File: src/sv/icb_pkg.sv
`timescale 1ns / 1ps
package icb_pkg;

  localparam int CORDIC_STAGES = 24;
  localparam int PRODUCT_BITS  = 32;
  localparam int IDXW          = 5;
  localparam int RW            = 34;
  localparam int ZW            = 34;
  localparam int VW            = PRODUCT_BITS + 4;
  localparam int PROD_SHIFT    = 62 - PRODUCT_BITS;
  localparam int VLEN          = 2 * CORDIC_STAGES + 4;

  localparam logic signed [RW-1:0] GAIN_INIT = RW'(652032874);
  localparam logic signed [31:0]   Q_ONE     = 32'sh4000_0000;

  localparam logic [1:0] QUAD_0   = 2'd0;
  localparam logic [1:0] QUAD_90  = 2'd1;
  localparam logic [1:0] QUAD_180 = 2'd2;

  typedef struct packed {
    logic signed [RW-1:0] x;
    logic signed [RW-1:0] y;
    logic signed [ZW-1:0] z;
    logic                 special;
    logic [1:0]           quad;
    logic                 neg;
  } rot_t;

  typedef struct packed {
    logic signed [VW-1:0] x;
    logic signed [VW-1:0] y;
    logic [31:0]          z;
    logic                 deg;
  } vec_t;

  function automatic logic [31:0] atan_at(input logic [IDXW-1:0] i);
    logic [31:0] r;
    case (i)
      5'd0:  r = 32'h20000000;
      5'd1:  r = 32'h12E4051E;
      5'd2:  r = 32'h09FB385B;
      5'd3:  r = 32'h051111D4;
      5'd4:  r = 32'h028B0D43;
      5'd5:  r = 32'h0145D7E1;
      5'd6:  r = 32'h00A2F61E;
      5'd7:  r = 32'h00517C55;
      5'd8:  r = 32'h0028BE53;
      5'd9:  r = 32'h00145F2F;
      5'd10: r = 32'h000A2F98;
      5'd11: r = 32'h000517CC;
      5'd12: r = 32'h00028BE6;
      5'd13: r = 32'h000145F3;
      5'd14: r = 32'h0000A2FA;
      5'd15: r = 32'h0000517D;
      5'd16: r = 32'h000028BE;
      5'd17: r = 32'h0000145F;
      5'd18: r = 32'h00000A30;
      5'd19: r = 32'h00000518;
      5'd20: r = 32'h0000028C;
      5'd21: r = 32'h00000146;
      5'd22: r = 32'h000000A3;
      5'd23: r = 32'h00000051;
      5'd24: r = 32'h00000029;
      5'd25: r = 32'h00000014;
      5'd26: r = 32'h0000000A;
      5'd27: r = 32'h00000005;
      5'd28: r = 32'h00000003;
      5'd29: r = 32'h00000001;
      5'd30: r = 32'h00000001;
      default: r = 32'h00000000;
    endcase
    return r;
  endfunction

endpackage

File: src/sv/icb_rot_cell.sv
`timescale 1ns / 1ps
module icb_rot_cell (
  input  logic                  clk,
  input  logic                  en,
  input  logic [icb_pkg::IDXW-1:0] idx,
  input  icb_pkg::rot_t         d_i,
  output icb_pkg::rot_t         d_o
);

  icb_pkg::rot_t d_r, d_nxt;
  logic signed [icb_pkg::RW-1:0] dx, dy;
  logic signed [icb_pkg::ZW-1:0] at;

  always_comb begin
    dx = d_i.y >>> idx;
    dy = d_i.x >>> idx;
    at = icb_pkg::ZW'(icb_pkg::atan_at(idx));
    d_nxt = d_i;
    if (d_i.z >= 0) begin
      d_nxt.x = d_i.x - dx;
      d_nxt.y = d_i.y + dy;
      d_nxt.z = d_i.z - at;
    end else begin
      d_nxt.x = d_i.x + dx;
      d_nxt.y = d_i.y - dy;
      d_nxt.z = d_i.z + at;
    end
  end

  always_ff @(posedge clk) begin
    if (en) begin
      d_r <= d_nxt;
    end
  end

  assign d_o = d_r;

endmodule

File: config.mk
export PLATFORM = sky130hd
export DESIGN_NAME = icb_rot_cell
export DESIGN_NICKNAME = d
export VERILOG_FILES = /design/src/sv/icb_pkg.sv /design/src/sv/icb_rot_cell.sv
export SDC_FILE = /design/constraint.sdc
export NUM_CORES = 1
export LEC_CHECK = 0
export CORE_MARGIN = 1
export CORE_UTILIZATION = 35
export CTS_BUF_LIST = sky130_fd_sc_hd__clkbuf_4 sky130_fd_sc_hd__clkbuf_8
export CTS_CLUSTER_DIAMETER = 150
export DETAILED_ROUTE_END_ITERATION = 6
export DONT_BUFFER_PORTS = 1
export GPL_TIMING_DRIVEN = 0
export PLACE_DENSITY = 0.49
export SLEW_MARGIN = 40
export SYNTH_ARGS = -nofsm -noshare
export SYNTH_HDL_FRONTEND = slang
export SYNTH_SLANG_ARGS = --single-unit
File: constraint.sdc
create_clock -name clk -period 13.7 [get_ports clk]
set_input_delay 0 -clock clk [delete_from_list [all_inputs] [get_ports clk]]
set_output_delay 0 -clock clk [all_outputs]
set_load 0.01 [all_outputs]
==> key figures <==
Die
  – Rows: 76
  – Initial core utilization: 0.358
  – Die width: 213 um
  – Die footprint: about 45000 sq um
  – Core area: 43500 sq um
  – Die Y: 213 um
  – IO Count: 219

Final layout
  – Area overhead of the layout relative to synthesis: 13.0%
  – Layout cells sized above 1: 0.123
  – Filler cells: 4432
  – Design Area, Final: about 18000 sq um
  – Antenna Cells: 0
  – Number of flip-flops in the largest register: 106
  – Fin nets: 2076

Timing
  – Period utilization: 0.543
  – WHS: -0.0449 ns
  – Final TNS setup: 0 ns
  – Final min period: 7.45 ns
  – Slew HR: 0.377
  – Pins Over Slew Limit: 0
  – Final hold violations: 16
  – Measured slew at the worst slew-check pin: slightly above 0.9 ns
  – RSZ-0062 raised after global routing: no
  – Max frequency: 0.134 GHz
  – # setup viols final: 0

Logic synthesis
  – Post-synthesis register bit count: 106
  – Seq/Total Area, Yosys: 0.205
  – Async set-reset flop share out of synthesis: 0
  – Share of the synthesized area in the top cell type: 0.205
  – Most instantiated library cell after synthesis: nand2_1
  – Distinct cell type count after synthesis: 86
  – Ys flop type: edfxtp_1
  – Avg Synthesized Cell Area: roughly 9 sq um
  – Area leader, netlist: edfxtp_1
  – Synth Warn #: 0
  – Post-synth EDFFs: about 110
  – Syn Nets: 1962
  – Cell count after synthesis: approximately 1.7k
  – Most instantiated cells after synthesis: nand2_1, a21oi_1, nor2_1, ha_1, edfxtp_1
  – Mapped Area: about 16000 sq um
  – Top post-synthesis cells by area: edfxtp_1, mux4_2, ha_1

Routing
  – Initial DRC Count: 1622
  – Routed Wire Length: 76000 um
  – Via density: 6.31
  – Routed wire per std cell: 31.1 um
  – DR DRC count: 0
  – DR vias: 15.4k
  – Post-DRT Antenna Nets: 0
  – First-pass DRT Iterations: 6

Worst setup path
  – Arrival time at the worst endpoint: 7.64 ns
  – Startpoint types: input port
  – Origin of the worst setup path: idx[1]
  – Crit. End Element: register
  – Crit-path max FO: 10
  – WP data required: 13.90 ns
  – WS Path Type: input port to register

Clock tree
  – Clock Sink Count: 106
  – Setup Fix Bufs, Post-CTS: 0
  – H-tree levels: 3
  – Root buffer cell: clkbuf_8
  – Clk slew on worst S/H paths: 0.10 ns
  – Post-CTS sizing: 0
  – Cts bufs inserted: 9
  – CTS tree: done
  – Maximum buffer depth of the clock tree: 2

GRT
  – Largest net degree at the start of global routing: about 110
  – First-pass GRT wire length: around 110000 um
  – All-Layer GR Usage: 0.335
  – Vias in the first global route: between 15k and 20k
  – Initial antenna violation count: 1
  – GRT overflow: 0

Run
  – Max-cap violation count: 0

Power and ir drop
  – P_leak: roughly 6.9 nW
  – Peak supply drop: 0.0601 mV
  – Pwr Density: around 98 nW/um^2

Worst hold path
  – Hold Path Origin: en
  – Hold crit path type: input port to register

Run status
  – Failing checks: hold timing
  – Status: finished with violations

Placement
  – Port Buf Inserts: 0
  – GP Congestion: 1.01
  – Dpl cell area: roughly 16000 sq um
  – Post-DP HPWL: 59600 um
==> stage by stage <==
step | hold slack, ns | utilization | worst slack [ns] | power [mW] | instances
floorplan | 0.0989 | - | 8.34 | 1.19 | 1736
global placement | 0.0989 | 0.375 | 5.53 | 1.44 | 2321
detailed placement | 0.0989 | 0.376 | 5.80 | 1.44 | 2322
CTS | 0.000179 | 0.404 | 6.29 | 1.72 | 2439
global route | 0.00154 | 0.405 | 6.10 | 1.82 | 2440
finish | -0.0449 | 0.405 | 6.25 | 1.72 | 2440
==> critical path, stage by stage <==
cell       delay [ns]
buf_2            0.35
buf_2            0.38
buf_2            0.40
clkbuf_2         0.45
buf_2            0.40
mux2i_1          0.49
o22ai_1          0.16
a21oi_1          0.60
nand4_1          0.50
o21ai_0          0.34
xor2_1           0.44
ha_1             0.37
and2_1           0.19
a221oi_1         0.28
o21ai_0          0.22
a21o_1           0.23
o2bb2ai_1        0.23
o41ai_1          0.82
o31a_1           0.28
o211ai_1         0.16
a31oi_1          0.23
xnor2_1          0.08
==> per-layer routing <==
metal,GRT usage,share of wire
met1,0.424,0.41
met2,0.532,0.45
met3,0.0868,0.088
met4,0.153,0.044
met5,0,0
==> final cells by class <==
class	instances	area [sq um]	share of cell area
plain buffers	95	455	0.0259
well taps	585	732	0.0416
inverters	50	188	0.0107
clock inverters	4	50.0	0.00285
flip-flops and latches	106	3180	0.181
repair buffers	103	1040	0.0592
multi-input cells	1485	11800	0.670
clock buffers	12	146	0.00832
==> report_power, final <==
group          total, mW  switching, mW  internal, mW  leakage (nW)
logic              0.940          0.547         0.394          5.74
clock network      0.215          0.124        0.0906        0.0989
registers          0.563         0.0753         0.487          1.04
total               1.72          0.746         0.972          6.87
==> worst paths after layout <==
| kind | endpoint | slack [ns] | cells past startpoint |
|---|---|---|---|
| setup / recovery | d_o[71]$_DFFE_PP_ | 6.25 | 22 |
| hold / removal | d_o[100]$_DFFE_PP_ | -0.04 | 1 |
==> cells by family (layout without fill, tap and decap cells) <==
kind of cell / count (synthesis) / count (layout) / synth area share
flops: 106 / 106 / 0.205
xor+xnor: 176 / 176 / 0.0990
mux: 192 / 192 / 0.193
buf+inv: 145 / 264 / 0.0396
fa+ha+maj: 113 / 113 / 0.0923
simple gates: 472 / 472 / 0.145
compound gates: 532 / 532 / 0.226
==> what timing repair did <==
action | CTS | global route
hold endpoints to repair | 196 | 0
hold buffers | 101 | 0
setup endpoints to repair | 0 | 0
==> cell usage in the layout, fill, tap and decap left out, drive strengths merged, types with 70 or more instances in the layout <==
| cell | n |
|---|---|
| ha | 110 |
| a21o | 70 |
| xor2 | 81 |
| nor2 | 122 |
| mux4 | 83 |
| a21oi | 136 |
| o21ai | 102 |
| xnor2 | 95 |
| mux2i | 75 |
| nand2 | 154 |
| edfxtp | 106 |
| dlygate4sd3 | 100 |
No activity file was read; power rests on OpenSTA's default activity.
